--- config.mk ---
export PLATFORM = sky130hd
export DESIGN_NAME = imf_cell
export DESIGN_NICKNAME = d
export VERILOG_FILES = /design/src/hw/rtl/imu_moving_average_filter_defines.svh /design/src/hw/rtl/imf_pkg.sv /design/src/hw/rtl/imf_cell.sv
export SDC_FILE = /design/constraint.sdc
export NUM_CORES = 1
export LEC_CHECK = 0
export BUFFER_PORTS_ARGS = -buffer_cell sky130_fd_sc_hd__buf_2
export CELL_PAD_IN_SITES_DETAIL_PLACEMENT = 2
export CELL_PAD_IN_SITES_GLOBAL_PLACEMENT = 2
export CORE_MARGIN = 5
export CORE_UTILIZATION = 25
export CTS_BUF_LIST = sky130_fd_sc_hd__clkbuf_16
export DETAILED_ROUTE_END_ITERATION = 6
export HOLD_SLACK_MARGIN = 0.02
export PLACE_DENSITY_LB_ADDON = 0.2
export SYNTH_ARGS = -nofsm -noshare
export SYNTH_HDL_FRONTEND = slang
export SYNTH_SLANG_ARGS = --single-unit
--- constraint.sdc ---
create_clock -name clk -period 1.25 [get_ports clk]
set_input_delay 0.1875 -clock clk [delete_from_list [all_inputs] [get_ports clk]]
set_output_delay 0.1875 -clock clk [all_outputs]
set_load 0.005 [all_outputs]
--- src/hw/rtl/imu_moving_average_filter_defines.svh ---
// Assertion macros for the IMU moving-average filter.
// Included by the top level; expects clk and rst in scope.
`ifndef IMU_MOVING_AVERAGE_FILTER_DEFINES_SVH
`define IMU_MOVING_AVERAGE_FILTER_DEFINES_SVH

// Consequent checked in the same cycle as the antecedent.
`define IMF_ASSERT_SAME(label, ante, cons, msg) \
  label: assert property (@(posedge clk) disable iff (rst) (ante) |-> (cons)) else $error(msg);

// Consequent checked in the cycle after the antecedent.
`define IMF_ASSERT_NEXT(label, ante, cons, msg) \
  label: assert property (@(posedge clk) disable iff (rst) (ante) |=> (cons)) else $error(msg);

`endif

--- src/hw/rtl/imf_pkg.sv ---
// Shared types and constants of the IMU moving-average filter.
// No dependencies; used by every module of the block.
`timescale 1ns / 1ps

package imf_pkg;

  localparam int NCH        = 7;   // channels per frame
  localparam int NRATE      = 3;   // rate channels at the low end of a frame
  localparam int SMP_W      = 16;
  localparam int CFG_IDX_W  = 2;
  localparam int CFG_DATA_W = 16;

  localparam logic [CFG_IDX_W-1:0] REG_FILTER_ENABLE = 2'd0;
  localparam logic [CFG_IDX_W-1:0] REG_RATE_OFFSET_X = 2'd1;
  localparam logic [CFG_IDX_W-1:0] REG_RATE_OFFSET_Y = 2'd2;
  localparam logic [CFG_IDX_W-1:0] REG_RATE_OFFSET_Z = 2'd3;

  typedef struct packed {
    logic signed [SMP_W-1:0] accel_x_raw;
    logic signed [SMP_W-1:0] accel_y_raw;
    logic signed [SMP_W-1:0] accel_z_raw;
    logic signed [SMP_W-1:0] temperature_raw;
    logic signed [SMP_W-1:0] rate_x_raw;
    logic signed [SMP_W-1:0] rate_y_raw;
    logic signed [SMP_W-1:0] rate_z_raw;
  } imf_in_t;

  typedef struct packed {
    logic signed [SMP_W-1:0] accel_x_out;
    logic signed [SMP_W-1:0] accel_y_out;
    logic signed [SMP_W-1:0] accel_z_out;
    logic signed [SMP_W-1:0] temperature_out;
    logic signed [SMP_W-1:0] rate_x_out;
    logic signed [SMP_W-1:0] rate_y_out;
    logic signed [SMP_W-1:0] rate_z_out;
  } imf_out_t;

  // Frame viewed as channels: the first field sits at index NCH-1.
  typedef logic [NCH-1:0][SMP_W-1:0] imf_vec_t;

endpackage

--- src/hw/rtl/imf_cell.sv ---
// One window cell: holds a full frame of samples and takes its neighbor's
// frame on each shift. Depends on imf_pkg.
`timescale 1ns / 1ps

module imf_cell (
  input  logic            clk,
  input  logic            rst,
  input  logic            shift,
  input  imf_pkg::imf_in_t d,
  output imf_pkg::imf_in_t q
);
  import imf_pkg::*;

  always_ff @(posedge clk) begin
    if (rst) begin
      q <= '0;
    end else if (shift) begin
      q <= d;
    end
  end

endmodule

==> results.ini <==
[final_layout]
area_delta_synth_final_pct = 38.1
n_antenna_cell = 0
drive_above_1_share_pct = 41.7
nNetsFinal = 696
regMostFlops = q
instances_no_fill = 801
utilization_pct = 35.1
largest_register_ff_count = 112
fin_area_mm2 = 0.00558
reg_top3 = q (112)

[clock_tree]
path_clk_slew_ns = 0.07
cts.sinks = 112
numCtsBuffers = 9
post_cts_buffers = 0
holdBufCountCts = 0
cts_resized = 0
clk_latency_ns = 0.34
clockBufferDepth = 2
ctsRootBufferMaster = clkbuf_16
cts_tree = built
h-tree-depth = 3

[synthesis]
synth-main-ff-cell = dfxtp_1
synth_warnings = 0
synth.distinct_cells = 7
synth_top_area_cell = dfxtp_1
synth_area_per_cell_um2 = 11.2
netlist_area_mm2 = 0.00404
synth_edf_count = 0
synthTopCellsByCount = dfxtp_1 (112), mux2i_1 (112), nor2_1 (112)
syn_inst = 361
netlist.area_leader.share_pct = 55.5
postSynth.asyncResetShare_pct = 0
yosysSeqAreaShare_pct = 55.5
syn_nets = 476
synth_area_leaders = dfxtp_1 (55%), mux2i_1 (28%), nor2_1 (10%), buf_12 (4.5%), clkbuf_1 (1.0%)
synth-seq-cells = 112

[sta]
max_freq_mhz = 997
min_period_ns = 1.00
hold_viol = 0
setup_viol = 0
whs_ns = 0.0821
worstMarginPinSlew_ns = 0.284
setup-tns-final_ns = 0
rsz0062_at_grt = false
slew_headroom_pct = 81.1
period_share_pct = 80.2
skew_ns = 0
fin_ws_ns = 0.247
drv_slew = 0

[routing]
drc_errors = 0
ant_nets = 0
first_pass_iters = 4
wl_per_cell_um = 16.0
drtIter0Drc = 57
drt-vias-per-instance = 4.19
finalWirelength_um = 12800
vias = 3357

[worst_setup_path]
worstPathRequired_ns = 1.06
crit_family = flip-flops
slowest_delay_ns = 0.35
startpoint_type = register
worst-path-max-fanout = 2
endpoint_kind = primary output
path_class = reg -> out
cp_slowest_cell = dfxtp_1
arrival_ns = 0.82
crit_chain = buf_2
cp_num_buf_inv = 1

[place]
placed_area_mm2 = 0.00533
placement.io_buffers = 226
dp_worst_setup_slack_ns = 0.219
place_hpwl_um = 10100
dp_cells = 786
place_congestion = 0.751

[hold_path]
min_path_type = in -> reg

[grt]
grt_pass1_wl_um = 19800
first_global_vias = 3721
track_usage_pct = 13.5
grt-ovfl-total = 0
grt_max_degree = 41
antenna_found_initial = 1

[outcome]
outcome = finished, final reports clean

[floorplan]
die_h_um = 137
core-area_mm2 = 0.0159
die_x_um = 137
initial_core_util_pct = 25.4
core.rowCount = 46
num_io_pins = 227
dieArea_mm2 = 0.0188

[power]
power_density_mw_per_mm2 = 1320
peakVddDrop_uv = 565
cellLeakagePower_nw = 3.01
power_mw = 7.35

[run]
cap_violations = 0

## final timing paths
kind,start,end,slack [ns],depth (start not counted)
setup / recovery,q[106],q[106],0.25,1
hold / removal,d[56],q[56],0.08,3
setup reg to reg,q[39],q[39],0.62,2
hold reg to reg,q[108],q[108],0.49,2
## layout make-up
cell class | count | area, um^2
timing repair buffer | 234 | 1270
multi-input combinational | 224 | 1540
fill | 1833 | 10300
sequential | 112 | 2240
clock buffer | 9 | 225
clock inverter | 6 | 23.8
tap | 216 | 270
## layout by cell type, fill, tap and decap left out, drive strengths merged
master / synthesis / layout
buf: 14 / 234
clkbuf: 11 / 9
clkinv: 0 / 1
dfxtp: 112 / 112
inv: 0 / 5
mux2i: 112 / 112
nor2: 112 / 112
## worst reg2reg max path, delay by kind of cell (launching register included)
kind             cells  cell delay, ns
multiplexers         1            0.14
flip-flops           1            0.32
AND/OR/NAND/NOR      1            0.06
## routing by layer
layer	global-route usage, %	wire, um
met4	5.38	228
met1	15.0	4930
met2	22.3	6150
met3	6.51	1510
met5	0	7
## cells by family (layout without fill, tap and decap cells)
family	Yosys count	after routing	share of synthesized area [%]
muxes	112	112	27.7
and+or+nand+nor	112	112	10.4
DFF	112	112	55.5
buffers and inverters	25	249	6.35
## power by group
| part | internal [mW] | leakage, nW | switching, mW | total, mW |
|---|---|---|---|---|
| clock network | 1.30 | 0.141 | 1.19 | 2.49 |
| registers | 3.78 | 0.925 | 0.105 | 3.89 |
| logic | 0.512 | 1.95 | 0.463 | 0.975 |
No activity file was read; power rests on OpenSTA's default activity.
