===== config.mk =====
export PLATFORM = sky130hd
export DESIGN_NAME = imf_scale
export DESIGN_NICKNAME = d
export VERILOG_FILES = /design/src/hw/rtl/imu_moving_average_filter_defines.svh /design/src/hw/rtl/imf_pkg.sv /design/src/hw/rtl/imf_scale.sv
export SDC_FILE = /design/constraint.sdc
export NUM_CORES = 1
export LEC_CHECK = 0
export BUFFER_PORTS_ARGS = -buffer_cell sky130_fd_sc_hd__buf_2
export CAP_MARGIN = 10
export CORE_MARGIN = 4
export CORE_UTILIZATION = 41
export CTS_CLUSTER_SIZE = 14
export DETAILED_ROUTE_END_ITERATION = 12
export PLACE_DENSITY_LB_ADDON = 0.12
export RECOVER_POWER = 50
export SLEW_MARGIN = 15
export SYNTH_ARGS = -nofsm -noshare
export SYNTH_HDL_FRONTEND = slang
export SYNTH_SLANG_ARGS = --single-unit
export TNS_END_PERCENT = 10

===== constraint.sdc =====
create_clock -name clk -period 7.8 [get_ports clk]
set_input_delay 1.56 -clock clk [delete_from_list [all_inputs] [get_ports clk]]
set_output_delay 1.56 -clock clk [all_outputs]
set_load 0.05 [all_outputs]

===== src/hw/rtl/imu_moving_average_filter_defines.svh =====
// Assertion macros for the IMU moving-average filter.
// Included by the top level; expects clk and rst in scope.
`ifndef IMU_MOVING_AVERAGE_FILTER_DEFINES_SVH
`define IMU_MOVING_AVERAGE_FILTER_DEFINES_SVH

// Consequent checked in the same cycle as the antecedent.
`define IMF_ASSERT_SAME(label, ante, cons, msg) \
  label: assert property (@(posedge clk) disable iff (rst) (ante) |-> (cons)) else $error(msg);

// Consequent checked in the cycle after the antecedent.
`define IMF_ASSERT_NEXT(label, ante, cons, msg) \
  label: assert property (@(posedge clk) disable iff (rst) (ante) |=> (cons)) else $error(msg);

`endif


===== src/hw/rtl/imf_pkg.sv =====
// Shared types and constants of the IMU moving-average filter.
// No dependencies; used by every module of the block.
`timescale 1ns / 1ps

package imf_pkg;

  localparam int NCH        = 7;   // channels per frame
  localparam int NRATE      = 3;   // rate channels at the low end of a frame
  localparam int SMP_W      = 16;
  localparam int CFG_IDX_W  = 2;
  localparam int CFG_DATA_W = 16;

  localparam logic [CFG_IDX_W-1:0] REG_FILTER_ENABLE = 2'd0;
  localparam logic [CFG_IDX_W-1:0] REG_RATE_OFFSET_X = 2'd1;
  localparam logic [CFG_IDX_W-1:0] REG_RATE_OFFSET_Y = 2'd2;
  localparam logic [CFG_IDX_W-1:0] REG_RATE_OFFSET_Z = 2'd3;

  typedef struct packed {
    logic signed [SMP_W-1:0] accel_x_raw;
    logic signed [SMP_W-1:0] accel_y_raw;
    logic signed [SMP_W-1:0] accel_z_raw;
    logic signed [SMP_W-1:0] temperature_raw;
    logic signed [SMP_W-1:0] rate_x_raw;
    logic signed [SMP_W-1:0] rate_y_raw;
    logic signed [SMP_W-1:0] rate_z_raw;
  } imf_in_t;

  typedef struct packed {
    logic signed [SMP_W-1:0] accel_x_out;
    logic signed [SMP_W-1:0] accel_y_out;
    logic signed [SMP_W-1:0] accel_z_out;
    logic signed [SMP_W-1:0] temperature_out;
    logic signed [SMP_W-1:0] rate_x_out;
    logic signed [SMP_W-1:0] rate_y_out;
    logic signed [SMP_W-1:0] rate_z_out;
  } imf_out_t;

  // Frame viewed as channels: the first field sits at index NCH-1.
  typedef logic [NCH-1:0][SMP_W-1:0] imf_vec_t;

endpackage


===== src/hw/rtl/imf_scale.sv =====
// Divide a signed window sum by WINDOW, truncating toward zero, with a
// registered reciprocal multiply. Depends on imf_pkg.
`timescale 1ns / 1ps

module imf_scale #(
  parameter int WINDOW = 10,
  parameter int SUM_W  = 21
) (
  input  logic                            clk,
  input  logic                            load,
  input  logic signed [SUM_W-1:0]         sum,
  output logic signed [imf_pkg::SMP_W-1:0] quot
);
  import imf_pkg::*;

  localparam int LOG_W  = $clog2(WINDOW);
  localparam int SH     = SUM_W + LOG_W;
  localparam int M_W    = SUM_W + 2;
  localparam int PROD_W = SUM_W + M_W;
  // ceil(2^SH / WINDOW); error below WINDOW keeps the floor exact for every magnitude
  localparam logic [63:0] RECIP = ((64'd1 << SH) + 64'(WINDOW) - 64'd1) / 64'(WINDOW);

  logic [SUM_W-1:0]  mag;
  logic              neg;
  logic [PROD_W-1:0] prod;
  logic [SMP_W:0]    qmag;
  logic [SMP_W:0]    qval;

  assign mag = sum[SUM_W-1] ? SUM_W'(-sum) : SUM_W'(sum);

  always_ff @(posedge clk) begin
    if (load) begin
      neg  <= sum[SUM_W-1];
      prod <= PROD_W'(mag) * PROD_W'(RECIP[M_W-1:0]);
    end
  end

  assign qmag = prod[SH +: SMP_W+1];
  assign qval = neg ? (SMP_W+1)'(-qmag) : qmag;
  assign quot = qval[SMP_W-1:0];

endmodule


==> metrics.txt, run 1 <==
status=finished, violations left; violated checks=negative setup slack; via count=6,360; IO buf count=38; Post-Syn Nets=1,229; setup TNS=-4228 ps; Final #Nets=1,460; Final Hold Fails=0; post-route setup slack=-432.9 ps; CTS Hold Bufs=0; Rows=52; Top Family by Delay on Critical Path=adder cells; Synth Flop Type=edfxtp_1; Avg Synthesized Cell Area=9.836 um2; # clock sinks=17; share of cells above drive strength 1=26.04%; I/O Pins=39; Root Buffer=clkbuf_16; Die X=152.6 um; Slew @ Worst Pin=834.6 ps; ANT nets after route=0; Max-Slew Margin vs Limit=44.36%; Worst Path Arrival=8230 ps; initial antenna violation count=0; crit-path max cell delay=540 ps; Distinct cells, synth=58; CP bufs+invs=7; Worst Hold Class=input port to register; core box area=20,430 um2; DRC Markers=0; RePlAce Congestion=0.9042; Worst EP required=7790 ps; Clk pin slew, worst setup/hold paths=50 ps; Area growth syn-to-layout=26.90%; vias in the first global route=6,969; Worst Path Class, Setup=input port to register; vias per cell=4.636; Die Area=23,300 um2; Congestion Overflow GR=0; asr flop ratio synth=0%; Routed WL per cell=16.05 um; Post-Syn Area=8577 um2; # H-tree levels=1; largest net degree at the start of global routing=18; register area share after synthesis=5.952%; flop and latch count out of synthesis=17; final setup violation count=14; startpoint types=input port; CTS tree=done; fin crit share=105.5%; type of destination of the critical path=register; Gate Count Post-Synth=872; Detailed Route Iter0 Violations=277; GRT Overall Usage=19.70%; TritonCTS buffer count=3; most used cell, CP=fa_1; Pre-antenna DRT Iters=6; Post-synth EDFFs=17; Max Cap Viol=0; Antenna diodes=0; Inst Count DP=1,364; Synth Warn #=0; RSZ-0062 raised after global routing=yes; clock buffer depth=2; Period minus WS final=8233 ps; crit-path max FO=4; maximum operating frequency=121.5 MHz; first-pass GRT wire length=36.49 mm; slowest CP cell=or4_4; HPWL Detailed=20.55 mm; Final Max Slew Viols=0; Die Ht=152.6 um; Routed WL=22.03 mm; Starting Density=41.98%; dpl ws=-859.3 ps; Final Non-Filler Cells=1,372
==> synth_stat cells, types with 2 or more instances <==
| library cell | number | area (um2) |
|---|---|---|
| a221oi_2 | 2 | 30.03 |
| mux2i_1 | 2 | 20.02 |
| and2_1 | 2 | 12.51 |
| nand4_1 | 3 | 18.77 |
| a2111oi_0 | 3 | 26.28 |
| edfxtp_1 | 17 | 510.5 |
| nor4_1 | 2 | 12.51 |
| xnor2_1 | 46 | 402.9 |
| o31a_2 | 2 | 20.02 |
| nand2_1 | 32 | 120.1 |
| and3_1 | 3 | 18.77 |
| o41ai_1 | 5 | 43.79 |
| o21ai_0 | 18 | 90.09 |
| fa_1 | 140 | 2803 |
| nor2_1 | 15 | 56.30 |
| ha_1 | 194 | 2427 |
| or3_1 | 4 | 25.02 |
| or2_2 | 2 | 12.51 |
| a21oi_1 | 22 | 110.1 |
| or4_1 | 3 | 22.52 |
| o21a_1 | 2 | 15.01 |
| nor2_2 | 2 | 12.51 |
| nand2b_1 | 4 | 25.02 |
| inv_1 | 249 | 934.7 |
| xnor2_2 | 2 | 32.53 |
| o31ai_1 | 7 | 52.55 |
| xor2_1 | 26 | 227.7 |
| a21boi_0 | 2 | 15.01 |
| nor3_1 | 5 | 25.02 |
| and4_1 | 2 | 17.52 |
| nand3_1 | 8 | 40.04 |
| clkbuf_1 | 6 | 22.52 |
| a21o_1 | 15 | 112.6 |
==> flip-flops by register name (all words and copies together), names as in the netlist <==
register  cells
prod         16
neg           1
==> kinds of logic (layout without fill, tap and decap cells) <==
group / Yosys count / in the layout / synth area share (%)
compound gates: 91 / 91 / 7.455
mux: 2 / 2 / 0.2334
buf+inv: 257 / 487 / 11.29
fa+ha+maj: 334 / 334 / 60.98
flops: 17 / 17 / 5.952
simple gates: 97 / 97 / 6.360
xor+xnor: 74 / 74 / 7.732
==> final timing paths <==
check	endpoint	start	cells past startpoint	slack, ps
min	neg	sum[20]	3	1860
max	prod[37]	sum[10]	29	-430
==> per-layer routing <==
metal,GRT usage (%),share of wire [%],vias to the layer above
met5,0,0,-
met2,30.68,43,121
met4,2.503,1.2,0
met3,3.579,5.6,17
met1,29.54,50,2989
li1,-,-,3233
==> metrics by stage <==
step	instance area, um2	util (%)	hold slack (ps)
after floorplan	8695	-	1659
after global placement	10640	52.08	2010
after detailed placement	10640	52.08	2013
after CTS	10830	53.01	1761
after global routing	10880	53.28	1895
final	10880	53.28	1858
==> layout make-up <==
cell class                 count  area [um2]
tap                          270       337.8
inverter                     250       938.4
fill                        1972        9545
sequential                    17       510.5
multi-input combinational    598        7353
clock buffer                   4       78.83
timing repair buffer         233        1665
==> timing repair <==
action,CTS,global route
setup buffers,3,1
pin swaps,19,10
cloned,0,0
setup endpoints to repair,16,16
resized for setup,15,12
==> layout by cell type (no fill, tap or decap), types with 4 or more instances in the layout <==
cell        n
a21o_1     15
nand3_1     7
ha_4        6
a21oi_1    19
fa_1      140
o21ai_0    15
ha_1      188
nand2b_1    4
edfxtp_1   17
o31ai_1     5
nor2_1     15
nand2_1    32
xnor2_1    44
inv_1     247
buf_2      37
or3_1       4
xor2_1     24
o41ai_1     4
buf_4     194
Power of run 1 is left out: the tool's default activity adds up to more than one toggle a clock period on the data nets, which glitch-free logic cannot reach.
==> run 2, diff against run 1 <==
--- a/config.mk
+++ b/config.mk
@@ -17,4 +17,4 @@
 export SYNTH_ARGS = -nofsm -noshare
 export SYNTH_HDL_FRONTEND = slang
 export SYNTH_SLANG_ARGS = --single-unit
-export TNS_END_PERCENT = 10
+export TNS_END_PERCENT = 50
==> constraint.sdc (replaced) <==
create_clock -name clk -period 9.5 [get_ports clk]
set_input_delay 1.9 -clock clk [delete_from_list [all_inputs] [get_ports clk]]
set_output_delay 1.9 -clock clk [all_outputs]
set_load 0.05 [all_outputs]
==> metrics.txt, run 2 (same netlist as run 1, synthesis figures left out) <==
IO buf count=38 (unchanged); RePlAce Congestion=0.8717 (was 0.9042); Routed WL=20.53 mm (was 22.03 mm); Final Max Slew Viols=0 (unchanged); via count=5,772 (was 6,360); dpl cell area=9368 um2 (was 10,640 um2); maximum operating frequency=111.0 MHz; GRT Overall Usage=18.40% (was 19.70%); Antenna diodes=0 (unchanged); Final #Nets=1,304 (was 1,460); Rows=52 (unchanged); I/O Pins=39 (unchanged); fill count=2,010 (was 1,972); Worst Min Path Start=load (was sum[20]); Max-Slew Margin vs Limit=41.45% (was 44.36%); final setup violation count=0 (was 14); crit-path max FO=5 (was 4); Slew @ Worst Pin=878.3 ps (was 834.6 ps); core box area=20,430 um2 (unchanged); # clock sinks=17 (unchanged); TritonCTS buffer count=3 (unchanged); Die Ht=152.6 um (unchanged); setup TNS=0 ps (was -4228 ps); Root Buffer=clkbuf_16 (unchanged); largest net degree at the start of global routing=18 (unchanged); fin crit share=94.80%; Worst Path Class, Setup=input port to register (unchanged); Max Cap Viol=0 (unchanged); Largest register FFs=16 (unchanged); Pre-antenna DRT Iters=4 (was 6); CTS tree=done (unchanged); Inst Count DP=1,212 (was 1,364); commonest non-fill, non-tap cell in the layout=inv_1 (unchanged); largest register by flop count=prod (unchanged); ANT nets after route=0 (unchanged); Hold EP=prod[39] (was neg); Detailed Route Iter0 Violations=209 (was 277); Congestion Overflow GR=0 (unchanged); startpoint types=input port (unchanged); DRC Markers=0 (unchanged); most frequent cells in the layout=inv_1, ha_1, fa_1, xnor2_1, buf_4 (was inv_1, buf_4, ha_1, fa_1, xnor2_1); setup bufs post-CTS=0 (was 3); share of cells above drive strength 1=10.15% (was 26.04%); type of destination of the critical path=register (unchanged); Die Area=23,300 um2 (unchanged); Worst Hold Class=input port to register (unchanged); Design Area, Final=9445 um2 (was 10,880 um2); largest registers=prod: 16 flops, neg: 1 flops (unchanged); first-pass GRT wire length=33.89 mm (was 36.49 mm); clock buffer depth=2 (unchanged); Starting Density=41.98% (unchanged); initial antenna violation count=0 (unchanged); Worst Path Arrival=9110 ps (was 8230 ps); Die X=152.6 um (unchanged); Period minus WS final=9006 ps; worst hold slack=2315 ps (was 1858 ps); Routed WL per cell=16.88 um (was 16.05 um); Final Non-Filler Cells=1,216 (was 1,372); vias per cell=4.747 (was 4.636); # H-tree levels=1 (unchanged); Final Hold Fails=0 (unchanged); Clk pin slew, worst setup/hold paths=50 ps (about the same); vias in the first global route=6,194 (was 6,969); Worst EP required=9610 ps (was 7790 ps); Area growth syn-to-layout=10.12% (was 26.90%); CTS Hold Bufs=0 (unchanged); RSZ-0062 raised after global routing=no (was yes); worst hold path depth=1 (was 3); status=completed (was finished, violations left); HPWL Detailed=19.09 mm (was 20.55 mm)
run 2: cell count changes in the layout (fill, tap and decap cells not counted), moves of 3 or more:
| cell | previous run | this run |
|---|---|---|
| buf_4 | 194 | 39 |
| buf_2 | 37 | 29 |
| clkbuf_1 | 2 | 10 |
| ha_1 | 188 | 194 |
| ha_4 | 6 | 0 |
| a2111oi_2 | 3 | 0 |
| a21oi_1 | 19 | 22 |
| a21oi_2 | 3 | 0 |
| o21ai_0 | 15 | 18 |
run 2: critical path, cell delays in order:
cell       delay [ps]
buf_2             130
or4_4             550
nor2_4            120
nand3_2           130
or3_4             370
and2_2            210
xor2_1            270
ha_1              330
fa_1              490
ha_1              290
inv_1              50
fa_1              500
inv_1              50
fa_1              460
fa_1              550
inv_1              50
fa_1              550
inv_1              60
ha_1              330
a211oi_1          250
o211ai_1          150
a221oi_2          290
nand3b_1          130
o221ai_2          240
o21ai_2           150
a2111oi_0         380
nand4b_1          160
run 2: per-layer routing:
metal	GRT usage, %	routed length (um)	vias to the layer above
li1	-	-	2925
met1	29.01	10360	2721
met2	27.31	8556	120
met3	3.437	1522	6
met4	1.527	90	0
met5	0	0	-
run 2: per-stage QoR:
stage	util, %	setup WS (ps)
finish	46.23	494.2
global route	46.23	88.11
CTS	46.24	503.3
detailed placement	45.85	257.8
global placement	45.85	291.4
floorplan	-	698.8
run 2: how the worst max path moves through the flow:
stage / startpoint / end / slack [ps] / depth (start not counted)
3_5_place_dp: sum[7] / prod[34] / 260 / 27
4_1_cts: sum[7] / prod[34] / 500 / 27
3_3_place_gp: sum[2] / prod[31] / 290 / 27
6_report: sum[7] / prod[34] / 490 / 27
5_1_grt: sum[20] / prod[37] / 90 / 23
2_1_floorplan: sum[7] / prod[37] / 700 / 26
run 2: layout make-up:
type                    count  area, um2  area share (%)
clock buffers               4      78.83          0.8345
multi-input cells         598       7108           75.26
flip-flops and latches     17      510.5           5.405
inverters                 250      938.4           9.935
repair buffers             77      471.7           4.994
well taps                 270      337.8           3.577
run 2: timing repair:
item,CTS,global route
resized for setup,0,3
endpoints found under the hold margin,0,0
setup endpoints to repair,0,1
Power of run 2 is left out for the same reason.
==> run 3, diff against run 2 <==
--- a/config.mk
+++ b/config.mk
@@ -5,12 +5,12 @@
 export SDC_FILE = /design/constraint.sdc
 export NUM_CORES = 1
 export LEC_CHECK = 0
-export BUFFER_PORTS_ARGS = -buffer_cell sky130_fd_sc_hd__buf_2
 export CAP_MARGIN = 10
 export CORE_MARGIN = 4
 export CORE_UTILIZATION = 41
 export CTS_CLUSTER_SIZE = 14
 export DETAILED_ROUTE_END_ITERATION = 12
+export DONT_BUFFER_PORTS = 1
 export PLACE_DENSITY_LB_ADDON = 0.12
 export RECOVER_POWER = 50
 export SLEW_MARGIN = 15
==> metrics.txt, run 3 (same netlist as run 1, synthesis figures left out) <==
met2 Use GR=26.60% (was 27.31%); fin crit share=95.33% (was 94.80%); via count=5,562 (was 5,772); crit-path max cell delay=540 ps (was 550 ps); commonest non-fill, non-tap cell in the layout=inv_1 (unchanged); Period minus WS final=9056 ps (was 9006 ps); fill count=2,066 (was 2,010); DRC Markers=0 (unchanged); Worst EP required=9500 ps (was 9610 ps); Worst Path Arrival=9050 ps (was 9110 ps); dpl cell area=9027 um2 (was 9368 um2); Routed WL=20.15 mm (was 20.53 mm); Antenna diodes=0 (unchanged); largest register by flop count=prod (unchanged); Final Max Slew Viols=1 (was 0); slowest CP cell=fa_1 (was or4_4); post-CTS sizing=0 (unchanged); M1 GR Usage=28.64% (was 29.01%); TritonCTS buffer count=3 (unchanged); maximum operating frequency=110.4 MHz (was 111.0 MHz); GRT Overall Usage=17.93% (was 18.40%); GR peak layer=met1 (unchanged); Worst Path Class, Setup=input port to register (unchanged); I/O Pins=39 (unchanged); core box area=20,430 um2 (unchanged); violated checks=max-capacitance violations, max-slew violations; Largest register FFs=16 (unchanged); status=finished, violations left (was completed); initial antenna violation count=0 (unchanged); Final Non-Filler Cells=1,158 (was 1,216); Multi-input gate area=7098 um2 (was 7108 um2); # H-tree levels=1 (unchanged); # clock sinks=17 (unchanged); final setup violation count=0 (unchanged); clock buffer depth=2 (unchanged); Rows=52 (unchanged); Slew @ Worst Pin=1490 ps (was 878.3 ps); Final #Nets=1,246 (was 1,304); Die Area=23,300 um2 (unchanged); IO buf count=0 (was 38); Max Cap Viol=1 (was 0); largest net degree at the start of global routing=22 (was 18); first-pass GRT wire length=32.97 mm (was 33.89 mm); Die X=152.6 um (unchanged); most frequent cells in the layout=inv_1, ha_1, fa_1, xnor2_1, nand2_1 (was inv_1, ha_1, fa_1, xnor2_1, buf_4); GR Util met3=2.158% (was 3.437%); Congestion Overflow GR=0 (unchanged); vias per cell=4.803 (was 4.747); Detailed Route Iter0 Violations=258 (was 209); Final Hold Fails=0 (unchanged); Die Ht=152.6 um (unchanged); RePlAce Congestion=0.8869 (was 0.8717); Worst Hold Class=input port to register (unchanged); RSZ-0062 raised after global routing=no (unchanged); Clk pin slew, worst setup/hold paths=50 ps (about the same); vias in the first global route=5,963 (was 6,194); startpoint types=input port (unchanged); CTS tree=done (unchanged); setup TNS=0 ps (unchanged); setup bufs post-CTS=0 (unchanged); HPWL Detailed=18.57 mm (was 19.09 mm); share of cells above drive strength 1=5.293% (was 10.15%); Design Area, Final=9107 um2 (was 9445 um2); worst hold slack=1753 ps (was 2315 ps); Area growth syn-to-layout=6.185% (was 10.12%); CTS Hold Bufs=0 (unchanged); type of destination of the critical path=register (unchanged); Root Buffer=clkbuf_16 (unchanged); Routed WL per cell=17.40 um (was 16.88 um); Inst Count DP=1,154 (was 1,212); FF/Latch Area=510.5 um2 (unchanged); crit-path max FO=5 (unchanged); Pre-antenna DRT Iters=4 (unchanged); Max-Slew Margin vs Limit=-0.3510% (was 41.45%); ANT nets after route=0 (unchanged); Starting Density=41.98% (unchanged); largest registers=prod: 16 flops, neg: 1 flops (unchanged)
run 3: cell count changes in the layout (fill, tap and decap cells not counted), sizes merged:
cell	before	now
clkbuf	13	3
buf	68	19
clkinv	0	1
run 3: final timing paths:
path              cells after the start        to  slack, ps     from
setup / recovery                     26  prod[37]        440   sum[7]
hold / removal                        0       neg       1750  sum[20]
run 3: cell type report:
class	count	area share, %
Inverter	250	10.30
Multi-Input combinational cell	598	77.94
Clock buffer	3	0.8243
Timing Repair Buffer	19	1.566
Tap cell	270	3.709
Sequential cell	17	5.605
Clock inverter	1	0.05495
run 3: worst max-delay path, delay by kind of cell:
family / cells / cell delay, ps
AO/OA/AOI/OAI: 4 / 1030
adder cells (fa/ha/maj): 8 / 3500
XOR/XNOR: 2 / 430
buffers and inverters: 5 / 350
AND/OR/NAND/NOR: 7 / 1810
run 3: routing by layer:
| layer | wire length (um) | part of all wire (%) | vias to the layer above |
|---|---|---|---|
| li1 | - | - | 2809 |
| met1 | 10310 | 51 | 2652 |
| met2 | 8594 | 43 | 91 |
| met3 | 1082 | 5.4 | 10 |
| met4 | 166 | 0.82 | 0 |
| met5 | 0 | 0 | - |
run 3: through the flow:
step                utilization [%]  worst slack (ps)
detailed placement            44.19             99.37
floorplan                         -             698.8
finish                        44.58             443.9
CTS                           44.58             362.8
global route                  44.58             6.247
global placement              44.19             171.8
Power of run 3 is left out for the same reason.
